File: config.mk
export PLATFORM = sky130hd
export DESIGN_NAME = length_prefixed_request_deframer
export DESIGN_NICKNAME = d
export VERILOG_FILES = /design/src/hw/rtl/lprd_pkg.sv /design/src/hw/rtl/lprd_core.sv /design/src/hw/rtl/length_prefixed_request_deframer.sv
export VERILOG_INCLUDE_DIRS = /design/src /design/src/hw/rtl
export SDC_FILE = /design/constraint.sdc
export NUM_CORES = 1
export LEC_CHECK = 0
export BUFFER_PORTS_ARGS = -buffer_cell sky130_fd_sc_hd__buf_2
export CORE_MARGIN = 5
export CORE_UTILIZATION = 54
export CTS_BUF_LIST = sky130_fd_sc_hd__clkbuf_16
export DETAILED_ROUTE_END_ITERATION = 10
export PLACE_DENSITY = 0.75
export SKIP_CTS_REPAIR_TIMING = 1
export SYNTH_ARGS = -nofsm -noshare
export SYNTH_HDL_FRONTEND = slang
export SYNTH_SLANG_ARGS = --single-unit
File: constraint.sdc
create_clock -name clock -period 8.9 [get_ports clock]
set_input_delay 0.445 -clock clock [delete_from_list [all_inputs] [get_ports clock]]
set_output_delay 0.445 -clock clock [all_outputs]
set_load 0.05 [all_outputs]
File: src/hw/rtl/length_prefixed_request_deframer_defines.svh
// Assertion macros for the request deframer core (lprd_core).
`ifndef LENGTH_PREFIXED_REQUEST_DEFRAMER_DEFINES_SVH
`define LENGTH_PREFIXED_REQUEST_DEFRAMER_DEFINES_SVH

// Same-cycle implication, off while reset is high.
`define LPRD_ASSERT_IMPLIES(label, clk, rst, ante, cons, msg) \
   label: assert property (@(posedge clk) disable iff (rst) (ante) |-> (cons)) \
      else $error(msg);

// Next-cycle implication, off while reset is high.
`define LPRD_ASSERT_NEXT(label, clk, rst, ante, cons, msg) \
   label: assert property (@(posedge clk) disable iff (rst) (ante) |=> (cons)) \
      else $error(msg);

`endif

File: src/hw/rtl/lprd_pkg.sv
// Types and constants of the length-prefixed request deframer.
`timescale 1ns / 1ps
`default_nettype none

package lprd_pkg;

   localparam int BYTE_W      = 8;
   localparam int MSG_CFG_W   = 13;
   localparam int ARGS_W      = 8;
   localparam int STRLEN_W    = 13;
   localparam int CSR_INDEX_W = 1;

   localparam int MAX_BODY_BYTES_DEF = 4096;
   localparam int ARG_LIMIT          = 255;

   localparam logic [MSG_CFG_W-1:0] MAX_MSG_RESET  = 13'd4096;
   localparam logic [ARGS_W-1:0]    MAX_ARGS_RESET = 8'd200;

   localparam logic [STRLEN_W-1:0] STRLEN_SAT = '1;

   // rsp_tdata: arg_index, string_length, string_end, arg_count, error_code,
   // connection_closed, then zero fill to whole bytes
   localparam int RSP_FIELDS_W = ARGS_W + STRLEN_W + 1 + ARGS_W + 3 + 1;
   localparam int RSP_DATA_W   = ((RSP_FIELDS_W + 7) / 8) * 8;

   typedef enum logic [2:0] {
      PH_FRAMELEN,
      PH_COUNT,
      PH_STRLEN,
      PH_STRDATA,
      PH_SKIP,
      PH_CLOSED
   } phase_type;

   typedef enum logic [2:0] {
      ROLE_FRAME_LEN,
      ROLE_ARG_COUNT,
      ROLE_STR_LEN,
      ROLE_STR_DATA,
      ROLE_SKIPPED
   } role_type;

   typedef enum logic [2:0] {
      ERR_NONE,
      ERR_TOO_LONG,
      ERR_SHORT,
      ERR_MANY_ARGS,
      ERR_LEN_OVERRUN,
      ERR_STR_OVERRUN,
      ERR_TRAILING
   } err_type;

   typedef enum logic [CSR_INDEX_W-1:0] {
      CSR_MAX_MESSAGE_BYTES,
      CSR_MAX_ARGUMENTS
   } csr_type;

   typedef struct packed {
      role_type                byte_role;
      logic [ARGS_W-1:0]       arg_index;
      logic [STRLEN_W-1:0]     string_length;
      logic                    string_end;
      logic                    message_done;
      logic [ARGS_W-1:0]       arg_count;
      err_type                 error_code;
      logic                    connection_closed;
   } result_type;

endpackage

`default_nettype wire

File: src/hw/rtl/lprd_core.sv
// Per-byte frame decoder: parse state registers and the tagging logic.
`timescale 1ns / 1ps
`default_nettype none

`include "length_prefixed_request_deframer_defines.svh"

module lprd_core #(
   parameter int MAX_BODY_BYTES = lprd_pkg::MAX_BODY_BYTES_DEF
) (
   input  wire logic                           clock,
   input  wire logic                           reset,
   input  wire logic                           advance,
   input  wire logic [lprd_pkg::BYTE_W-1:0]    rx_byte,
   input  wire logic [lprd_pkg::MSG_CFG_W-1:0] max_msg_cfg,
   input  wire logic [lprd_pkg::ARGS_W-1:0]    arg_max_cfg,
   output lprd_pkg::result_type                step_res
);

   localparam int BodyW = $clog2(MAX_BODY_BYTES + 1);

   lprd_pkg::phase_type                phase_ff, phase_in;
   logic [1:0]                         fld_cnt_ff, fld_cnt_in;
   logic [31:0]                        fld_shift_ff, fld_shift_in;
   logic [BodyW-1:0]                   body_ff, body_in;
   logic [lprd_pkg::ARGS_W-1:0]        args_ff, args_in;
   logic [lprd_pkg::ARGS_W-1:0]        cur_arg_ff, cur_arg_in;
   logic [BodyW-1:0]                   str_ff, str_in;
   lprd_pkg::err_type                  pending_ff, pending_in;
   logic                               closed_ff, closed_in;

   logic [31:0]                        body_lim;
   logic [31:0]                        arg_lim;
   logic                               active;
   logic                               last;
   logic                               fld_done;
   logic [31:0]                        word;
   logic [BodyW-1:0]                   body_dec;
   logic [BodyW-1:0]                   str_dec;
   logic [lprd_pkg::ARGS_W-1:0]        args_dec;
   logic                               report;
   lprd_pkg::err_type                  report_code;
   logic                               defer;
   lprd_pkg::err_type                  defer_code;
   logic                               msg_ok;
   logic                               arg_fin;
   logic                               go_count;
   logic                               go_strlen;
   logic                               go_strdata;

   assign body_lim = (32'(max_msg_cfg) < 32'(MAX_BODY_BYTES)) ?
                     32'(max_msg_cfg) : 32'(MAX_BODY_BYTES);
   assign arg_lim  = (32'(arg_max_cfg) < 32'(lprd_pkg::ARG_LIMIT)) ?
                     32'(arg_max_cfg) : 32'(lprd_pkg::ARG_LIMIT);

   // Decode: what this byte completes and where it sends the frame
   always_comb begin
      active     = (phase_ff != lprd_pkg::PH_FRAMELEN) && (phase_ff != lprd_pkg::PH_CLOSED);
      body_dec   = (body_ff != '0) ? body_ff - BodyW'(1) : '0;
      str_dec    = (str_ff != '0) ? str_ff - BodyW'(1) : '0;
      args_dec   = args_ff - 8'd1;
      last       = active && (body_dec == '0);
      fld_done   = (fld_cnt_ff == 2'd3);
      word       = fld_shift_ff | (32'(rx_byte) << {fld_cnt_ff, 3'b000});
      report      = 1'b0;
      report_code = lprd_pkg::ERR_NONE;
      defer       = 1'b0;
      defer_code  = lprd_pkg::ERR_NONE;
      msg_ok      = 1'b0;
      arg_fin     = 1'b0;
      go_count    = 1'b0;
      go_strlen   = 1'b0;
      go_strdata  = 1'b0;
      unique case (phase_ff)
         lprd_pkg::PH_FRAMELEN: begin
            if (fld_done) begin
               if (word > body_lim) begin
                  report      = 1'b1;
                  report_code = lprd_pkg::ERR_TOO_LONG;
               end else if (word == '0) begin
                  report      = 1'b1;
                  report_code = lprd_pkg::ERR_SHORT;
               end else begin
                  go_count = 1'b1;
               end
            end
         end
         lprd_pkg::PH_COUNT: begin
            if (fld_done) begin
               if (word > arg_lim) begin
                  if (last) begin
                     report      = 1'b1;
                     report_code = lprd_pkg::ERR_MANY_ARGS;
                  end else begin
                     defer      = 1'b1;
                     defer_code = lprd_pkg::ERR_MANY_ARGS;
                  end
               end else if (word == '0) begin
                  if (last) begin
                     msg_ok = 1'b1;
                  end else begin
                     defer      = 1'b1;
                     defer_code = lprd_pkg::ERR_TRAILING;
                  end
               end else if (last) begin
                  report      = 1'b1;
                  report_code = lprd_pkg::ERR_LEN_OVERRUN;
               end else begin
                  go_strlen = 1'b1;
               end
            end else if (last) begin
               report      = 1'b1;
               report_code = lprd_pkg::ERR_SHORT;
            end
         end
         lprd_pkg::PH_STRLEN: begin
            if (fld_done) begin
               if (word > 32'(body_dec)) begin
                  if (last) begin
                     report      = 1'b1;
                     report_code = lprd_pkg::ERR_STR_OVERRUN;
                  end else begin
                     defer      = 1'b1;
                     defer_code = lprd_pkg::ERR_STR_OVERRUN;
                  end
               end else if (word == '0) begin
                  arg_fin = 1'b1;
               end else begin
                  go_strdata = 1'b1;
               end
            end else if (last) begin
               report      = 1'b1;
               report_code = lprd_pkg::ERR_LEN_OVERRUN;
            end
         end
         lprd_pkg::PH_STRDATA: begin
            arg_fin = (str_dec == '0);
         end
         lprd_pkg::PH_SKIP: begin
            if (last) begin
               report      = 1'b1;
               report_code = pending_ff;
            end
         end
         default: begin
         end
      endcase
      // A finished string either closes the request or opens the next length
      if (arg_fin) begin
         if (args_dec == '0) begin
            if (last) begin
               msg_ok = 1'b1;
            end else begin
               defer      = 1'b1;
               defer_code = lprd_pkg::ERR_TRAILING;
            end
         end else if (last) begin
            report      = 1'b1;
            report_code = lprd_pkg::ERR_LEN_OVERRUN;
         end else begin
            go_strlen = 1'b1;
         end
      end
   end

   // Next state
   always_comb begin
      priority if (report) begin
         phase_in = lprd_pkg::PH_CLOSED;
      end else if (defer) begin
         phase_in = lprd_pkg::PH_SKIP;
      end else if (msg_ok) begin
         phase_in = lprd_pkg::PH_FRAMELEN;
      end else if (go_strlen) begin
         phase_in = lprd_pkg::PH_STRLEN;
      end else if (go_count) begin
         phase_in = lprd_pkg::PH_COUNT;
      end else if (go_strdata) begin
         phase_in = lprd_pkg::PH_STRDATA;
      end else begin
         phase_in = phase_ff;
      end
   end

   // Outputs and datapath updates
   always_comb begin
      step_res     = '0;
      fld_cnt_in   = fld_cnt_ff;
      fld_shift_in = fld_shift_ff;
      body_in      = active ? body_dec : body_ff;
      args_in      = args_ff;
      cur_arg_in   = cur_arg_ff;
      str_in       = str_ff;
      unique case (phase_ff)
         lprd_pkg::PH_FRAMELEN: begin
            step_res.byte_role = lprd_pkg::ROLE_FRAME_LEN;
            fld_cnt_in   = fld_cnt_ff + 2'd1;
            fld_shift_in = fld_done ? '0 : word;
            if (go_count) begin
               body_in = word[BodyW-1:0];
            end
         end
         lprd_pkg::PH_COUNT: begin
            step_res.byte_role = lprd_pkg::ROLE_ARG_COUNT;
            fld_cnt_in   = fld_cnt_ff + 2'd1;
            fld_shift_in = fld_done ? '0 : word;
            if (fld_done) begin
               cur_arg_in = '0;
            end
            if (go_strlen) begin
               args_in = word[lprd_pkg::ARGS_W-1:0];
            end
         end
         lprd_pkg::PH_STRLEN: begin
            step_res.byte_role = lprd_pkg::ROLE_STR_LEN;
            step_res.arg_index = cur_arg_ff;
            fld_cnt_in   = fld_cnt_ff + 2'd1;
            fld_shift_in = fld_done ? '0 : word;
            if (fld_done) begin
               step_res.string_length = (word > 32'(lprd_pkg::STRLEN_SAT)) ?
                                        lprd_pkg::STRLEN_SAT :
                                        word[lprd_pkg::STRLEN_W-1:0];
            end
            if (go_strdata) begin
               str_in = word[BodyW-1:0];
            end
         end
         lprd_pkg::PH_STRDATA: begin
            step_res.byte_role = lprd_pkg::ROLE_STR_DATA;
            step_res.arg_index = cur_arg_ff;
            str_in = str_dec;
         end
         default: begin
            step_res.byte_role = lprd_pkg::ROLE_SKIPPED;
         end
      endcase
      if (arg_fin) begin
         step_res.string_end = 1'b1;
         args_in      = args_dec;
         cur_arg_in   = cur_arg_ff + 8'd1;
         fld_cnt_in   = '0;
         fld_shift_in = '0;
         if (msg_ok) begin
            step_res.arg_count = cur_arg_ff + 8'd1;
         end
      end
      step_res.message_done      = msg_ok;
      step_res.error_code        = report ? report_code : lprd_pkg::ERR_NONE;
      closed_in                  = closed_ff | report;
      step_res.connection_closed = closed_in;
      pending_in                 = defer ? defer_code : pending_ff;
   end

   always_ff @(posedge clock) begin
      if (reset) begin
         phase_ff     <= lprd_pkg::PH_FRAMELEN;
         fld_cnt_ff   <= '0;
         fld_shift_ff <= '0;
         body_ff      <= '0;
         args_ff      <= '0;
         cur_arg_ff   <= '0;
         str_ff       <= '0;
         pending_ff   <= lprd_pkg::ERR_NONE;
         closed_ff    <= 1'b0;
      end else if (advance) begin
         phase_ff     <= phase_in;
         fld_cnt_ff   <= fld_cnt_in;
         fld_shift_ff <= fld_shift_in;
         body_ff      <= body_in;
         args_ff      <= args_in;
         cur_arg_ff   <= cur_arg_in;
         str_ff       <= str_in;
         pending_ff   <= pending_in;
         closed_ff    <= closed_in;
      end
   end

   `LPRD_ASSERT_NEXT(a_closed_sticky, clock, reset, closed_ff, closed_ff,
      "connection reopened after an error")
   `LPRD_ASSERT_IMPLIES(a_closed_phase, clock, reset, 1'b1,
      (phase_ff == lprd_pkg::PH_CLOSED) == closed_ff,
      "closed flag and closed phase disagree")
   `LPRD_ASSERT_IMPLIES(a_skip_has_error, clock, reset, phase_ff == lprd_pkg::PH_SKIP,
      pending_ff != lprd_pkg::ERR_NONE, "skipping a frame with no pending error")
   `LPRD_ASSERT_IMPLIES(a_string_in_body, clock, reset, phase_ff == lprd_pkg::PH_STRDATA,
      (str_ff != '0) && (str_ff <= body_ff), "string runs past the frame body")
   `LPRD_ASSERT_IMPLIES(a_done_clean, clock, reset, advance && step_res.message_done,
      (step_res.error_code == lprd_pkg::ERR_NONE) && !step_res.connection_closed,
      "request completed together with an error")

endmodule

`default_nettype wire

File: src/hw/rtl/length_prefixed_request_deframer.sv
// Top level of the length-prefixed request deframer: stream stages and registers.
// Path: a req transfer loads the input stage (in_byte_ff), and the parse step then
// writes the result stage (out_valid_ff, out_res_ff) that drives the rsp outputs.
// Throughput: one byte per cycle unless rsp stalls; one parse-state step per byte.
// req_tready stays high while the result register is empty or being drained.
// Reset clears the parse state and both stages, and loads max_message_bytes = 4096
// and max_arguments = 200; no clearing pass is needed.
`timescale 1ns / 1ps
`default_nettype none

module length_prefixed_request_deframer #(
   parameter int MAX_BODY_BYTES = lprd_pkg::MAX_BODY_BYTES_DEF
) (
   input  wire logic                              clock,
   input  wire logic                              reset,
   // req_tdata: rx_byte[7:0]
   input  wire logic                              req_tvalid,
   output      logic                              req_tready,
   input  wire logic [lprd_pkg::BYTE_W-1:0]       req_tdata,
   // rsp_tdata: arg_index[7:0], string_length[20:8], string_end[21],
   // arg_count[29:22], error_code[32:30], connection_closed[33], zero[39:34]
   output      logic                              rsp_tvalid,
   input  wire logic                              rsp_tready,
   output      logic [lprd_pkg::RSP_DATA_W-1:0]   rsp_tdata,
   // rsp_tuser: byte_role[2:0]
   output      logic [2:0]                        rsp_tuser,
   // rsp_tlast: message_done
   output      logic                              rsp_tlast,
   input  wire logic                              csr_valid,
   output      logic                              csr_ready,
   input  wire logic [lprd_pkg::CSR_INDEX_W-1:0]  csr_index,
   input  wire logic [lprd_pkg::MSG_CFG_W-1:0]    csr_data
);

   logic                             in_valid_ff, in_valid_in;
   logic [lprd_pkg::BYTE_W-1:0]      in_byte_ff, in_byte_in;
   logic                             out_valid_ff, out_valid_in;
   lprd_pkg::result_type             out_res_ff, out_res_in;
   logic [lprd_pkg::MSG_CFG_W-1:0]   max_msg_ff, max_msg_in;
   logic [lprd_pkg::ARGS_W-1:0]      arg_max_ff, arg_max_in;

   logic                             out_free;
   logic                             advance;
   logic                             req_xfer;
   lprd_pkg::result_type             step_res;

   assign out_free   = !out_valid_ff || rsp_tready;
   assign advance    = in_valid_ff && out_free;
   assign req_tready = !in_valid_ff || out_free;
   assign req_xfer   = req_tvalid && req_tready;
   assign csr_ready  = 1'b1;

   always_comb begin
      in_valid_in  = req_xfer ? 1'b1 : (advance ? 1'b0 : in_valid_ff);
      in_byte_in   = req_xfer ? req_tdata : in_byte_ff;
      out_valid_in = advance ? 1'b1 : (rsp_tready ? 1'b0 : out_valid_ff);
      out_res_in   = advance ? step_res : out_res_ff;
   end

   always_comb begin
      max_msg_in = max_msg_ff;
      arg_max_in = arg_max_ff;
      if (csr_valid) begin
         unique case (csr_index)
            lprd_pkg::CSR_MAX_MESSAGE_BYTES: max_msg_in = csr_data;
            lprd_pkg::CSR_MAX_ARGUMENTS:     arg_max_in = csr_data[lprd_pkg::ARGS_W-1:0];
            default: begin
            end
         endcase
      end
   end

   always_ff @(posedge clock) begin
      if (reset) begin
         in_valid_ff  <= 1'b0;
         out_valid_ff <= 1'b0;
         max_msg_ff   <= lprd_pkg::MAX_MSG_RESET;
         arg_max_ff   <= lprd_pkg::MAX_ARGS_RESET;
      end else begin
         in_valid_ff  <= in_valid_in;
         out_valid_ff <= out_valid_in;
         max_msg_ff   <= max_msg_in;
         arg_max_ff   <= arg_max_in;
      end
   end

   // Payload stages hold while stalled
   always_ff @(posedge clock) begin
      in_byte_ff <= in_byte_in;
      out_res_ff <= out_res_in;
   end

   lprd_core #(
      .MAX_BODY_BYTES (MAX_BODY_BYTES)
   ) u_core (
      .clock       (clock),
      .reset       (reset),
      .advance     (advance),
      .rx_byte     (in_byte_ff),
      .max_msg_cfg (max_msg_ff),
      .arg_max_cfg (arg_max_ff),
      .step_res    (step_res)
   );

   assign rsp_tvalid = out_valid_ff;
   assign rsp_tuser  = out_res_ff.byte_role;
   assign rsp_tlast  = out_res_ff.message_done;
   assign rsp_tdata  = {{(lprd_pkg::RSP_DATA_W - lprd_pkg::RSP_FIELDS_W){1'b0}},
                        out_res_ff.connection_closed,
                        out_res_ff.error_code,
                        out_res_ff.arg_count,
                        out_res_ff.string_end,
                        out_res_ff.string_length,
                        out_res_ff.arg_index};

endmodule

`default_nettype wire
==> results.json <==
{
  "post-route-period-util_pct": 58.5,
  "grt_overflow_total": 0,
  "synth-edff-count": 46,
  "avgRoutedWirePerCell_microns": 17.4,
  "cts_tree": "yes",
  "hold_viol_final": 0,
  "die_w_microns": 134,
  "drive_gt1_share_pct": 12.8,
  "cts_sinks": 152,
  "syn_area_sq_um": 8290,
  "fin_util_pct": 60.8,
  "drt_iter0_markers": 840,
  "pre_cts_slack_ns": 3.79,
  "place_hpwl_mm": 14.7,
  "grt.total_usage_pct": 23.7,
  "seq_area_frac_synth_pct": 42.3,
  "worst_slack_ns": 3.69,
  "cp.required_ns": 9.18,
  "maxSlewHeadroom_pct": 29.4,
  "cts_max_level": 4,
  "grt_antenna_before_repair": 0,
  "post_drt_via_cell_ratio": 6.07,
  "crit_type": "flip-flop to flip-flop",
  "synth_ff_type": "dfxtp_1",
  "drt_wl_total_mm": 21.2,
  "synthArstFlopShare_pct": 0,
  "finalCriticalPeriod_ns": 5.21,
  "ant_nets": 0,
  "core_sq_um": 15100,
  "chipHeight_microns": 134,
  "p_per_area_nw_per_um2": 178,
  "path_max_fanout": 18,
  "final-max-slew-violation-count": 0,
  "via_count": 7395,
  "portBuffers": 66,
  "pin_count": 74,
  "dr.pass1.iters": 5,
  "rsz0062_at_grt": "false",
  "status": "completed",
  "leakage_nw": 3.54,
  "grt_first_pass_wirelength_mm": 34.4,
  "grt_start_max_net_pins": 58,
  "setup_violations": 0,
  "dieArea_sq_um": 17900,
  "yosys.cell_types.count": 82,
  "clkLatencyLatePin_ns": 0.43,
  "nFillCells": 1325,
  "synth-seq-cells": 152,
  "grt_pass1_vias": 6863,
  "min_path_type": "input port to flip-flop",
  "endpoint_kind": "flip-flop",
  "start_kind": "flip-flop",
  "layout_common_cells": "136 x a21oi_1, 126 x nand2_1, 108 x nor2_1",
  "cp.arrival_ns": 5.49,
  "diodes": 0,
  "maxCapViolations": 0,
  "drc": 0,
  "rows": 45,
  "final_nets": 1084,
  "area_growth_pct": 11.1,
  "layout_commonest_cell": "a21oi_1",
  "start_util_pct": 54.7,
  "place_congestion": 0.940,
  "worst_slew_pin_slew_ns": 1.06,
  "fin_skew_ns": 0.00894,
  "cts_buffer_depth": 2,
  "clkTransAtPathRegs_ns": 0.06,
  "numCtsBuffers": 17,
  "ir_drop_uv": 175,
  "max_freq_mhz": 192,
  "root_buffer": "clkbuf_16",
  "avgSynthCellArea_sq_um": 8.44,
  "ys_warn_count": 0,
  "syn_inst": 982,
  "tns_ns": 0
}
==> area by class of cell <==
| class | count | area [sq um] | area share, % |
|---|---|---|---|
| Multi-Input combinational cell | 737 | 4400 | 47.7 |
| Sequential cell | 152 | 3500 | 38.0 |
| Clock buffer | 18 | 450 | 4.89 |
| Timing Repair Buffer | 72 | 375 | 4.07 |
| Tap cell | 188 | 235 | 2.55 |
| Inverter | 37 | 141 | 1.53 |
| Clock inverter | 14 | 110 | 1.20 |
==> state kept, by name, summed over array words and instances, names as in the netlist, 8 cells and up <==
| register | flops |
|---|---|
| arg_max_ff | 8 |
| u_core.str_ff | 13 |
| in_byte_ff | 8 |
| rsp_tdata | 34 |
| u_core.fld_shift_ff | 32 |
| u_core.body_ff | 13 |
| u_core.args_ff | 8 |
| max_msg_ff | 13 |
| u_core.cur_arg_ff | 8 |
==> worst max-delay path, cell delays in order, from the launching register on <==
cell and delay (ns):
dfxtp_1 0.37, inv_1 0.10, ha_1 0.22, nor3b_1 0.57, nand4_1 0.27, or2_2 0.46
nand2b_1 0.15, ha_1 0.26, nor2b_1 0.14, o211ai_1 0.16, a21oi_1 0.09, o41a_1 0.54
o32ai_4 0.63, o21ai_1 0.15, buf_4 0.23, o21bai_2 0.59, nor2_1 0.13
==> final timing paths <==
kind	start	to	slack, ns	cells after the start
setup / recovery	u_core.body_ff[0]	u_core.fld_shift_ff[13]	3.69	16
hold / removal	req_tdata[1]	in_byte_ff[1]	0.19	1
setup reg to reg	u_core.body_ff[0]	u_core.fld_shift_ff[13]	3.69	16
hold reg to reg	max_msg_ff[0]	max_msg_ff[0]	0.45	2
==> cells in the mapped netlist, types with 4 or more instances <==
master / instances / area share, %
a21oi_1: 136 / 8.2
nand2_1: 126 / 5.7
nor2_1: 108 / 4.9
dfxtp_1: 106 / 26
clkbuf_1: 46 / 2.1
edfxtp_1: 46 / 17
ha_1: 40 / 6.0
inv_1: 34 / 1.5
o21ai_0: 31 / 1.9
nand3_1: 29 / 1.8
nor3_1: 26 / 1.6
nor4_1: 14 / 1.1
nand2b_1: 13 / 0.98
a21o_1: 12 / 1.1
xnor2_1: 12 / 1.3
a211oi_1: 11 / 1.0
o221a_2: 11 / 1.5
and2_1: 10 / 0.75
nor2b_1: 10 / 0.75
nand4_1: 9 / 0.68
o211ai_1: 9 / 0.82
a31oi_1: 8 / 0.60
buf_4: 7 / 0.63
nand3b_1: 7 / 0.63
or3_1: 7 / 0.53
and3_1: 6 / 0.45
mux2i_1: 6 / 0.72
o22ai_1: 6 / 0.45
o32ai_1: 5 / 0.53
xor2_1: 5 / 0.53
a211o_1: 4 / 0.42
buf_2: 4 / 0.24
or2_2: 4 / 0.30
==> cells by family after synthesis <==
group                      Yosys count  synth area share [%]
AOI/OAI and AO/OA                  274                  21.5
buffers and inverters               98                  4.94
muxes                                6                 0.725
xor gates and xnor gates            17                  1.80
other                                2                0.0906
and+or+nand+nor                    393                  22.6
DFF                                152                  42.3
adders and majority gates           40                  6.04
==> power breakdown <==
group	internal (mW)	switching (mW)
combinational	0.0610	0.150
sequential	0.731	0.0122
clock	0.397	0.287
==> routing by layer <==
metal	part of all wire (%)	routed length [microns]	GRT usage [%]
met1	45	9430	32.7
met2	46	9680	36.9
met3	7.7	1620	5.29
met4	2.0	432	7.94
met5	0	0	0
==> through the flow <==
| stage | cell area (sq um) | hold slack [ns] | power [mW] | instances |
|---|---|---|---|---|
| finish | 9210 | 0.189 | 1.64 | 1218 |
| global route | 9210 | 0.177 | 1.70 | 1218 |
| CTS | 9210 | 0.182 | 1.64 | 1218 |
| detailed placement | 8650 | 0.446 | 0.964 | 1186 |
| global placement | 8650 | 0.439 | 0.960 | 1186 |
| floorplan | 8310 | 0.428 | 0.907 | 987 |
No activity file was read; power rests on OpenSTA's default activity.
